File: src/hdl/ust_pkg.sv
// types, codes and constants shared by the url stream tokenizer modules
// depends on nothing
`default_nettype none

package ust_pkg;

  typedef enum logic [2:0] {
    PH_PROTO,
    PH_SLASH1,
    PH_SLASH2,
    PH_HOST,
    PH_PORT,
    PH_PATH,
    PH_ERROR
  } phase_t;

  typedef enum logic [2:0] {
    ST_IDLE,
    ST_EXEC,
    ST_FLUSH,
    ST_SEG,
    ST_DOT,
    ST_TAIL,
    ST_SUM
  } ctl_state_t;

  // what follows a flush of the held bytes
  typedef enum logic [1:0] {
    AF_TAIL,
    AF_SEG,
    AF_DOT,
    AF_SUM
  } after_t;

  typedef enum logic [2:0] {
    OP_NONE,
    OP_EXEC,
    OP_FLUSH,
    OP_SEG,
    OP_DOT,
    OP_SUM
  } dp_op_t;

  localparam logic [2:0] KIND_PROTO = 3'd0;
  localparam logic [2:0] KIND_HOST  = 3'd1;
  localparam logic [2:0] KIND_PATH  = 3'd2;
  localparam logic [2:0] KIND_SEG   = 3'd3;
  localparam logic [2:0] KIND_SUM   = 3'd4;

  localparam logic [1:0] ERR_NONE       = 2'd0;
  localparam logic [1:0] ERR_SYNTAX     = 2'd1;
  localparam logic [1:0] ERR_PROTO_LONG = 2'd2;
  localparam logic [1:0] ERR_PORT_OVF   = 2'd3;

  localparam logic [7:0] CH_COLON = 8'h3A;
  localparam logic [7:0] CH_SLASH = 8'h2F;
  localparam logic [7:0] CH_DOT   = 8'h2E;
  localparam logic [7:0] CH_ZERO  = 8'h30;
  localparam logic [7:0] CH_NINE  = 8'h39;

  localparam logic [15:0] PORT_MAX = 16'hFFFF;
  localparam logic [7:0]  SEG_MAX  = 8'hFF;

  typedef struct packed {
    logic   latch;
    dp_op_t op;
    logic   flush_path;
    logic   flush_done;
    logic   last_of_run;
  } ust_cmd_t;

  typedef struct packed {
    phase_t phase;
    logic   is_colon;
    logic   is_slash;
    logic   is_dot;
    logic   pend_zero;
    logic   flush_last;
    logic   last_flag;
    logic   out_free;
  } ust_sts_t;

endpackage

`default_nettype wire

File: src/hdl/ust_dp.sv
// datapath: parse state, held protocol bytes, port accumulator, result register
// depends on ust_pkg
`default_nettype none

module ust_dp import ust_pkg::*; #(
  parameter int PROTO_MAX = 16
) (
  input  wire logic       clk,
  input  wire logic       rst_n,
  input  wire logic [7:0] in_char_in,
  input  wire logic       in_end_of_url,
  input  wire ust_cmd_t   cmd,
  output ust_sts_t        sts,
  input  wire logic       out_ready,
  output logic            out_valid,
  output logic [2:0]      out_kind,
  output logic [7:0]      out_char_value,
  output logic [7:0]      out_segment_index,
  output logic [15:0]     out_port_value,
  output logic [1:0]      out_error_code,
  output logic            out_starts_at_root,
  output logic [7:0]      out_segment_count,
  output logic            out_last_of_run
);

  localparam int CW = $clog2(PROTO_MAX + 1);
  localparam int PW = (PROTO_MAX > 1) ? $clog2(PROTO_MAX) : 1;
  localparam logic [CW-1:0] PEND_MAX = CW'(PROTO_MAX);

  logic [7:0]    char_r;
  logic          last_r;
  phase_t        phase_r, phase_nxt;
  logic [CW-1:0] cnt_r, cnt_nxt;
  logic [15:0]   port_r, port_nxt;
  logic [7:0]    seg_r, seg_nxt;
  logic          root_r, root_nxt;
  logic [1:0]    err_r, err_nxt;
  logic [PW-1:0] ptr_r, ptr_nxt;
  logic [7:0]    rd_data_r;
  logic [7:0]    mem [PROTO_MAX];

  logic          out_valid_r;
  logic [2:0]    kind_r;
  logic [7:0]    char_val_r;
  logic [7:0]    idx_r;
  logic [15:0]   port_out_r;
  logic [1:0]    err_out_r;
  logic          root_out_r;
  logic [7:0]    seg_out_r;
  logic          lor_r;

  logic          wr_en;
  logic          emit;
  logic          use_idx;
  logic [2:0]    e_kind;
  logic [7:0]    e_char;
  logic [7:0]    e_idx;
  logic [7:0]    seg_inc;
  logic          is_digit;
  logic [19:0]   port_sum;
  logic          out_free;

  assign seg_inc  = (seg_r == SEG_MAX) ? seg_r : seg_r + 8'd1;
  assign is_digit = (char_r >= CH_ZERO) && (char_r <= CH_NINE);
  assign port_sum = ({4'b0, port_r} << 3) + ({4'b0, port_r} << 1)
                  + 20'(char_r[3:0] - CH_ZERO[3:0]);
  assign out_free = !out_valid_r || out_ready;

  always_comb begin
    phase_nxt = phase_r;
    cnt_nxt   = cnt_r;
    port_nxt  = port_r;
    seg_nxt   = seg_r;
    root_nxt  = root_r;
    err_nxt   = err_r;
    ptr_nxt   = ptr_r;
    wr_en     = 1'b0;
    emit      = 1'b0;
    use_idx   = 1'b0;
    e_kind    = KIND_PROTO;
    e_char    = 8'd0;
    case (cmd.op)
      OP_EXEC: begin
        case (phase_r)
          PH_PROTO: begin
            if (char_r == CH_COLON) begin
              phase_nxt = PH_SLASH1;
            end else if (char_r == CH_SLASH) begin
              if (cnt_r == '0) begin
                root_nxt = 1'b1;
              end
              seg_nxt   = seg_inc;
              emit      = 1'b1;
              e_kind    = KIND_SEG;
              use_idx   = 1'b1;
              phase_nxt = PH_PATH;
            end else if (char_r == CH_DOT) begin
              seg_nxt   = seg_inc;
              emit      = 1'b1;
              e_kind    = KIND_SEG;
              use_idx   = 1'b1;
              phase_nxt = PH_PATH;
            end else if (cnt_r >= PEND_MAX) begin
              err_nxt   = ERR_PROTO_LONG;
              phase_nxt = PH_ERROR;
            end else begin
              wr_en   = 1'b1;
              cnt_nxt = cnt_r + CW'(1);
            end
          end
          PH_SLASH1: begin
            if (char_r == CH_SLASH) begin
              phase_nxt = PH_SLASH2;
            end else begin
              err_nxt   = ERR_SYNTAX;
              phase_nxt = PH_ERROR;
            end
          end
          PH_SLASH2: begin
            if (char_r == CH_SLASH) begin
              phase_nxt = PH_HOST;
            end else begin
              err_nxt   = ERR_SYNTAX;
              phase_nxt = PH_ERROR;
            end
          end
          PH_HOST: begin
            if (char_r == CH_SLASH) begin
              seg_nxt   = seg_inc;
              emit      = 1'b1;
              e_kind    = KIND_SEG;
              use_idx   = 1'b1;
              phase_nxt = PH_PATH;
            end else if (char_r == CH_COLON) begin
              phase_nxt = PH_PORT;
            end else begin
              emit   = 1'b1;
              e_kind = KIND_HOST;
              e_char = char_r;
            end
          end
          PH_PORT: begin
            if (is_digit) begin
              if (port_sum > 20'(PORT_MAX)) begin
                port_nxt  = PORT_MAX;
                err_nxt   = ERR_PORT_OVF;
                phase_nxt = PH_ERROR;
              end else begin
                port_nxt = port_sum[15:0];
              end
            end else if (char_r == CH_SLASH) begin
              seg_nxt   = seg_inc;
              emit      = 1'b1;
              e_kind    = KIND_SEG;
              use_idx   = 1'b1;
              phase_nxt = PH_PATH;
            end else begin
              err_nxt   = ERR_SYNTAX;
              phase_nxt = PH_ERROR;
            end
          end
          PH_PATH: begin
            emit    = 1'b1;
            use_idx = 1'b1;
            if (char_r == CH_SLASH) begin
              seg_nxt = seg_inc;
              e_kind  = KIND_SEG;
            end else begin
              e_kind = KIND_PATH;
              e_char = char_r;
            end
          end
          default: begin
          end
        endcase
      end
      OP_FLUSH: begin
        emit    = 1'b1;
        e_kind  = cmd.flush_path ? KIND_PATH : KIND_PROTO;
        e_char  = rd_data_r;
        use_idx = cmd.flush_path;
        if (cmd.flush_done) begin
          cnt_nxt = '0;
          ptr_nxt = '0;
        end else begin
          ptr_nxt = ptr_r + PW'(1);
        end
      end
      OP_SEG: begin
        seg_nxt = seg_inc;
        emit    = 1'b1;
        e_kind  = KIND_SEG;
        use_idx = 1'b1;
      end
      OP_DOT: begin
        emit    = 1'b1;
        e_kind  = KIND_PATH;
        e_char  = char_r;
        use_idx = 1'b1;
      end
      OP_SUM: begin
        emit   = 1'b1;
        e_kind = KIND_SUM;
      end
      default: begin
      end
    endcase
  end

  assign e_idx = (use_idx && seg_nxt != 8'd0) ? seg_nxt - 8'd1 : 8'd0;

  always_ff @(posedge clk) begin
    if (cmd.latch) begin
      char_r <= in_char_in;
      last_r <= in_end_of_url;
    end
  end

  always_ff @(posedge clk) begin
    if (!rst_n) begin
      phase_r <= PH_PROTO;
      cnt_r   <= '0;
      port_r  <= '0;
      seg_r   <= '0;
      root_r  <= 1'b0;
      err_r   <= ERR_NONE;
      ptr_r   <= '0;
    end else if (cmd.op == OP_SUM) begin
      phase_r <= PH_PROTO;
      cnt_r   <= '0;
      port_r  <= '0;
      seg_r   <= '0;
      root_r  <= 1'b0;
      err_r   <= ERR_NONE;
      ptr_r   <= '0;
    end else begin
      phase_r <= phase_nxt;
      cnt_r   <= cnt_nxt;
      port_r  <= port_nxt;
      seg_r   <= seg_nxt;
      root_r  <= root_nxt;
      err_r   <= err_nxt;
      ptr_r   <= ptr_nxt;
    end
  end

  // held protocol bytes
  always_ff @(posedge clk) begin
    if (wr_en) begin
      mem[cnt_r[PW-1:0]] <= char_r;
    end
    rd_data_r <= mem[ptr_nxt];
  end

  always_ff @(posedge clk) begin
    if (!rst_n) begin
      out_valid_r <= 1'b0;
    end else if (emit) begin
      out_valid_r <= 1'b1;
    end else if (out_ready) begin
      out_valid_r <= 1'b0;
    end
  end

  always_ff @(posedge clk) begin
    if (emit) begin
      kind_r     <= e_kind;
      char_val_r <= e_char;
      idx_r      <= e_idx;
      port_out_r <= port_nxt;
      err_out_r  <= err_nxt;
      root_out_r <= root_nxt;
      seg_out_r  <= seg_nxt;
      lor_r      <= cmd.last_of_run;
    end
  end

  always_comb begin
    sts.phase      = phase_r;
    sts.is_colon   = (char_r == CH_COLON);
    sts.is_slash   = (char_r == CH_SLASH);
    sts.is_dot     = (char_r == CH_DOT);
    sts.pend_zero  = (cnt_r == '0);
    sts.flush_last = ((CW'(ptr_r) + CW'(1)) == cnt_r);
    sts.last_flag  = last_r;
    sts.out_free   = out_free;
  end

  assign out_valid          = out_valid_r;
  assign out_kind           = kind_r;
  assign out_char_value     = char_val_r;
  assign out_segment_index  = idx_r;
  assign out_port_value     = port_out_r;
  assign out_error_code     = err_out_r;
  assign out_starts_at_root = root_out_r;
  assign out_segment_count  = seg_out_r;
  assign out_last_of_run    = lor_r;

endmodule

`default_nettype wire

File: src/hdl/ust_ctrl.sv
// controller: sequences the steps of one request and issues datapath commands
// depends on ust_pkg
`default_nettype none

module ust_ctrl import ust_pkg::*; (
  input  wire logic     clk,
  input  wire logic     rst_n,
  input  wire logic     in_valid,
  output logic          in_ready,
  input  wire ust_sts_t sts,
  output ust_cmd_t      cmd
);

  ctl_state_t state_r, state_nxt;
  after_t     after_r, after_nxt;
  logic       in_proto;

  assign in_proto = (sts.phase == PH_PROTO);

  always_ff @(posedge clk) begin
    if (!rst_n) begin
      state_r <= ST_IDLE;
      after_r <= AF_TAIL;
    end else begin
      state_r <= state_nxt;
      after_r <= after_nxt;
    end
  end

  // next state
  always_comb begin
    state_nxt = state_r;
    after_nxt = after_r;
    case (state_r)
      ST_IDLE: begin
        if (in_valid) begin
          state_nxt = ST_EXEC;
        end
      end
      ST_EXEC: begin
        if (sts.out_free) begin
          state_nxt = ST_TAIL;
          if (in_proto && !sts.pend_zero) begin
            if (sts.is_colon) begin
              state_nxt = ST_FLUSH;
              after_nxt = AF_TAIL;
            end else if (sts.is_slash) begin
              state_nxt = ST_FLUSH;
              after_nxt = AF_SEG;
            end else if (sts.is_dot) begin
              state_nxt = ST_FLUSH;
              after_nxt = AF_DOT;
            end
          end else if (in_proto && sts.is_dot) begin
            state_nxt = ST_DOT;
          end
        end
      end
      ST_FLUSH: begin
        if (sts.out_free && sts.flush_last) begin
          case (after_r)
            AF_TAIL: state_nxt = ST_TAIL;
            AF_SEG:  state_nxt = ST_SEG;
            AF_DOT:  state_nxt = ST_DOT;
            AF_SUM:  state_nxt = ST_SUM;
            default: state_nxt = ST_TAIL;
          endcase
        end
      end
      ST_SEG, ST_DOT: begin
        if (sts.out_free) begin
          state_nxt = ST_TAIL;
        end
      end
      ST_TAIL: begin
        if (sts.out_free) begin
          if (!sts.last_flag) begin
            state_nxt = ST_IDLE;
          end else if (in_proto && !sts.pend_zero) begin
            state_nxt = ST_FLUSH;
            after_nxt = AF_SUM;
          end else begin
            state_nxt = ST_SUM;
          end
        end
      end
      ST_SUM: begin
        if (sts.out_free) begin
          state_nxt = ST_IDLE;
        end
      end
      default: state_nxt = ST_IDLE;
    endcase
  end

  // outputs
  always_comb begin
    in_ready        = (state_r == ST_IDLE);
    cmd.latch       = (state_r == ST_IDLE) && in_valid;
    cmd.op          = OP_NONE;
    cmd.flush_path  = (after_r == AF_SEG) || (after_r == AF_DOT);
    cmd.flush_done  = sts.flush_last;
    cmd.last_of_run = 1'b0;
    case (state_r)
      ST_EXEC: begin
        if (sts.out_free) begin
          cmd.op = OP_EXEC;
        end
        cmd.last_of_run = !sts.last_flag &&
          !(in_proto && ((sts.is_slash && !sts.pend_zero) || sts.is_dot));
      end
      ST_FLUSH: begin
        if (sts.out_free) begin
          cmd.op = OP_FLUSH;
        end
        cmd.last_of_run = sts.flush_last && (after_r == AF_TAIL) && !sts.last_flag;
      end
      ST_SEG: begin
        if (sts.out_free) begin
          cmd.op = OP_SEG;
        end
        cmd.last_of_run = !sts.last_flag;
      end
      ST_DOT: begin
        if (sts.out_free) begin
          cmd.op = OP_DOT;
        end
        cmd.last_of_run = !sts.last_flag;
      end
      ST_SUM: begin
        if (sts.out_free) begin
          cmd.op = OP_SUM;
        end
        cmd.last_of_run = 1'b1;
      end
      default: begin
      end
    endcase
  end

endmodule

`default_nettype wire

File: src/hdl/url_stream_tokenizer.sv
// url stream tokenizer: one byte per request; the first result of a byte is registered
// at the earliest in the execute step after the byte is accepted; a byte takes accept,
// execute and tail steps plus a step for each held byte flushed, for a second segment start,
// for a protocol-phase dot and for the summary on the final byte, plus out_ready stalls
// synchronous active-low reset returns the parser to the protocol phase
// depends on ust_pkg, ust_ctrl, ust_dp
`default_nettype none

module url_stream_tokenizer import ust_pkg::*; #(
  parameter int PROTO_MAX = 16
) (
  input  wire logic        clk,
  input  wire logic        rst_n,
  input  wire logic        in_valid,
  output logic             in_ready,
  input  wire logic [7:0]  in_char_in,
  input  wire logic        in_end_of_url,
  output logic             out_valid,
  input  wire logic        out_ready,
  output logic [2:0]       out_kind,
  output logic [7:0]       out_char_value,
  output logic [7:0]       out_segment_index,
  output logic [15:0]      out_port_value,
  output logic [1:0]       out_error_code,
  output logic             out_starts_at_root,
  output logic [7:0]       out_segment_count,
  output logic             out_last_of_run
);

  ust_cmd_t cmd;
  ust_sts_t sts;

  ust_ctrl u_ctrl (
    .clk      (clk),
    .rst_n    (rst_n),
    .in_valid (in_valid),
    .in_ready (in_ready),
    .sts      (sts),
    .cmd      (cmd)
  );

  ust_dp #(
    .PROTO_MAX (PROTO_MAX)
  ) u_dp (
    .clk                (clk),
    .rst_n              (rst_n),
    .in_char_in         (in_char_in),
    .in_end_of_url      (in_end_of_url),
    .cmd                (cmd),
    .sts                (sts),
    .out_ready          (out_ready),
    .out_valid          (out_valid),
    .out_kind           (out_kind),
    .out_char_value     (out_char_value),
    .out_segment_index  (out_segment_index),
    .out_port_value     (out_port_value),
    .out_error_code     (out_error_code),
    .out_starts_at_root (out_starts_at_root),
    .out_segment_count  (out_segment_count),
    .out_last_of_run    (out_last_of_run)
  );

  a_no_overwrite: assert property (@(posedge clk) disable iff (!rst_n)
    cmd.op != OP_NONE |-> sts.out_free)
    else $error("result issued while result register is full");

  a_summary_last: assert property (@(posedge clk) disable iff (!rst_n)
    out_valid && out_kind == KIND_SUM |-> out_last_of_run && out_char_value == 8'd0)
    else $error("summary result is not the last of its request");

  a_seg_index: assert property (@(posedge clk) disable iff (!rst_n)
    out_valid && out_kind == KIND_SEG |->
      out_char_value == 8'd0 && out_segment_index == out_segment_count - 8'd1)
    else $error("segment start index does not follow segment count");

endmodule

`default_nettype wire

File: config.mk
export PLATFORM = sky130hd
export DESIGN_NAME = url_stream_tokenizer
export DESIGN_NICKNAME = d
export VERILOG_FILES = /design/src/hdl/ust_pkg.sv /design/src/hdl/ust_dp.sv /design/src/hdl/ust_ctrl.sv /design/src/hdl/url_stream_tokenizer.sv
export SDC_FILE = /design/constraint.sdc
export NUM_CORES = 1
export LEC_CHECK = 0
export ABC_AREA = 1
export CAP_MARGIN = 10
export CORE_ASPECT_RATIO = 0.8
export CORE_MARGIN = 3
export CORE_UTILIZATION = 50
export CTS_BUF_LIST = sky130_fd_sc_hd__clkbuf_4 sky130_fd_sc_hd__clkbuf_8 sky130_fd_sc_hd__clkbuf_16
export CTS_CLUSTER_DIAMETER = 60
export CTS_CLUSTER_SIZE = 40
export DETAILED_ROUTE_END_ITERATION = 10
export DONT_BUFFER_PORTS = 1
export PLACE_DENSITY = 0.66
export SKIP_LAST_GASP = 1
export SYNTH_ARGS = -nofsm -noshare
export SYNTH_HDL_FRONTEND = slang
export SYNTH_SLANG_ARGS = --single-unit
File: constraint.sdc
create_clock -name clk -period 3.1 [get_ports clk]
set_clock_uncertainty 0.1 [all_clocks]
set_input_delay 0.31 -clock clk [delete_from_list [all_inputs] [get_ports clk]]
set_output_delay 0.31 -clock clk [all_outputs]
set_load 0.02 [all_outputs]
==> results by group <==
Worst setup path
  – CP Capture Type: flop
  – R2R depth: 17
  – Worst endpoint required time: 3270 ps
  – CP Max Fanout: 5
  – Critical path arrival: slightly above 3000 ps
  – Origin of the worst setup path: u_dp.port_r[8]
  – Setup Crit Path Kind: reg -> reg
  – FF-to-FF Start: u_dp.port_r[8]
  – Startpoint Class: flop

Floorplan
  – Die Y-Extent: 145.8 um
  – Die Span X: approximately 180 um
  – Die ar.: 26,340 sq um
  – Rows: 50
  – Starting Density: 51.49%
  – IO Pins: 62
  – Area of the core: 23,710 sq um

Timing
  – Worst Tran Pin Value: around 800 ps
  – Max-slew violations: 0
  – Max_slew headroom: 46.46%
  – Final period utilization: between 90% and 100%
  – Setup TNS: 0 ps
  – RSZ-0062 raised after global routing: yes
  – Final min period: 2937 ps
  – Max Freq: between 300 and 400 MHz
  – Final worst slack: 162.7 ps
  – Setup-failing EPs final: 0
  – Fin. Hold Viols: 0

Pwr
  – Clock network power share: 28.0%
  – P per Cell Area: 654.1 nW/um^2
  – Cell internal pwr: 5.801 mW
  – Leak Pwr: 6.026 nW
  – P_sw: 3.148 mW
  – Flop pwr share: 48.9%
  – VDD IR-drop max: 0.4270 mV
  – Logic pwr share: 23.1%
  – Sw frac: 35.18%

Cells and area
  – Final #Nets: 1,451
  – Util after Layout: around 58%
  – Final instance area: 13,680 sq um
  – Synth-to-Final Area Change: 12.07%
  – Share of cells above drive strength 1: between 10% and 20%

Global routing
  – Grt met3 use: 3.448%
  – Met1 Use GR: 36.64%
  – Antenna violations before repair: 1
  – Pin count of the biggest net entering global routing: 48
  – Global route overflow: 0
  – Gr busiest metal: met1
  – Met2 GRT Util: 32.46%
  – First-pass GRT wire length: a little under 50 mm
  – Gr usage total: 22.70%
  – Vias in the first global route: 8,660

Synthesis
  – Cells after synthesis: 1,348
  – Number of enable flip-flop cells after synthesis: 184
  – Unique masters post-synth: 53
  – Synth Area in Adders: 4.633%
  – Syn. warnings: 0
  – Complex-gate fraction of the synthesized area: under 10%
  – Post-synthesis cell type with the largest combined area: edfxtp_1
  – Commonest register cell after synthesis: edfxtp_1
  – Flops & latches, synth: 237
  – FFs w/ async S/R, synth: 0%
  – Sequential fraction of the synthesis area: between 50 and 60%
  – XOR/XNOR Fraction of Synth Area: 1.425%
  – Synth top area share: 45.26%
  – Syn_nets: 1,405
  – Post-synthesis cell area: 12,210 sq um
  – Syn Area/Cell: around 9 sq um
  – Largest family of logic cells by synthesized area: simple AND/OR/NAND/NOR gates
  – Synth top area cells: edfxtp_1 (45%), nand2_1 (10%), dfxtp_1 (8.7%)
  – Simple-Gate Fraction of Synth Area: 27.34%
  – Mux share of post-synthesis cell area: 0%

Drt
  – Vias per inst: 5.509
  – Initial drt markers: approximately 1,000
  – DRT antenna net count: 0
  – Drt wl/cell: 17.82 um
  – Drt total wl: 30.63 mm
  – DR vias: roughly 9,500
  – Post-route DRC violation count: 0
  – Pre-Repair DR Iteration Count: 8

Worst hold path
  – Hold Path Origin: in_valid
  – Cells on Worst Hold Path: 3
  – Hold crit path type: in -> reg

Run
  – Max Cap Violations: 0

CTS
  – Number of buffers created by CTS: 18
  – H-tree Lvls: 1
  – Root Driver: clkbuf_16
  – Clock Pin Slew Worst Setup and Hold Paths: approximately 100 ps
  – TritonCTS clock tree: built
  – Clk Latency, worst-skew pair: 510 ps
  – Longest Clk Path Bufs: 3
  – CTS Sinks: 237

Placed design
  – Place WS: -49.81 ps
  – PortBufs: 0
  – Hpwl dp: 21.34 mm
  – Post-placement cell area: around 13,000 sq um
  – Gp weighted congestion: around 0.93

Run status
  – Status: finished clean
## metrics by stage
step | cells | total power, mW | hold WS, ps
6_report | 1719 | 8.949 | 30.98
4_1_cts | 1717 | 8.973 | 16.23
2_1_floorplan | 1348 | 5.749 | 308.9
3_5_place_dp | 1673 | 6.472 | 308.9
3_3_place_gp | 1673 | 6.432 | 308.9
5_1_grt | 1719 | 9.421 | 79.50
## synth_stat cells, types with 18 or more instances
cell	number
a21oi_1	48
buf_2	23
dfxtp_1	53
edfxtp_1	184
ha_1	42
inv_1	142
inv_2	18
nand2_1	327
nand3_1	178
nand3b_1	34
nor2_1	111
o21ai_0	40
## cell usage in the layout, fill, tap and decap left out, drive strengths merged, types with 2 or more instances in the layout
master and n:
a211oi 4, a21o 3, a21oi 49, a31oi 6
buf 54, clkbuf 20, clkinv 5, dfxtp 53
dlygate4sd3 11, edfxtp 184, fa 2, ha 42
inv 170, nand2 342, nand3 185, nand3b 34
nand4 12, nor2 121, nor3 8, nor4 3
o21ai 48, o21bai 2, o22ai 2, o31ai 2
or2 15, xnor2 6, xor2 13
## critical path: stages (launching register included)
cell and delay (ps):
dfxtp_1 350, ha_1 310, ha_1 390, nand2_1 140
inv_1 80, nand2_1 80, nand2_1 50, a211oi_1 290
nand2_1 90, nand2_1 70, nand2_1 50, nor2_2 130
nand4_1 110, buf_6 150, inv_1 80, nand3_1 80
nand2_1 100, inv_1 40
## final cells by class
| class | instances | area [sq um] |
|---|---|---|
| Clock inverter | 12 | 151.4 |
| Fill cell | 2088 | 10030 |
| Timing Repair Buffer | 65 | 573.1 |
| Antenna cell | 1 | 2.502 |
| Clock buffer | 20 | 483.0 |
| Multi-Input combinational cell | 908 | 4872 |
| Inverter | 164 | 620.6 |
| Sequential cell | 237 | 6589 |
| Tap cell | 312 | 390.4 |
## flip-flops by register name, summed over array words and instances, names as in the netlist, 2 cells and up
name                    count
u_dp.seg_r                  8
u_dp.out_segment_count      8
u_dp.port_r                16
u_dp.out_char_value         8
u_dp.mem                  128
u_dp.out_segment_index      8
u_dp.ptr_r                  4
u_dp.phase_r                3
u_dp.rd_data_r              8
u_dp.char_r                 8
u_dp.out_kind               3
u_dp.cnt_r                  5
u_ctrl.after_r              2
u_ctrl.state_r              3
u_dp.out_port_value        16
u_dp.out_error_code         2
u_dp.err_r                  2
## power by group through the flow
stage	combinational, mW	clock [mW]	sequential (mW)
finish	2.07	2.51	4.37
global route	2.31	2.70	4.41
CTS	2.05	2.55	4.37
detailed placement	2.03	0	4.44
global placement	1.99	0	4.44
floorplan	1.31	0	4.44
## metal layers
metal  wire length [um]  vias up
li1                   -     4617
met1              15040     4470
met2              12730      352
met3               2310       31
met4                554        0
met5                  0        -
## timing repair
| action | 4_1_cts | 5_1_grt |
|---|---|---|
| resized for setup | 1 | 24 |
| buffers inserted | 1 | 1 |
| pin swaps | 0 | 7 |
| endpoints found under the hold margin | 15 | 0 |
| setup endpoints to repair | 7 | 168 |
| hold buffers | 11 | 0 |
## worst paths after layout
check                            endpoint  slack, ps
setup / recovery  u_dp.out_port_value[12]        160
hold reg to reg               u_dp.root_r        370
hold / removal          u_ctrl.state_r[2]         30
setup reg to reg  u_dp.out_port_value[12]        160
## cell families (layout without fill, tap and decap cells)
family / count (synthesis) / in the layout
flops: 237 / 237
other cells: 0 / 1
compound gates: 124 / 124
fa+ha+maj: 44 / 44
simple gates: 721 / 721
buf+inv: 203 / 261
xor+xnor: 19 / 19
Power figures use the tool's default switching activity.
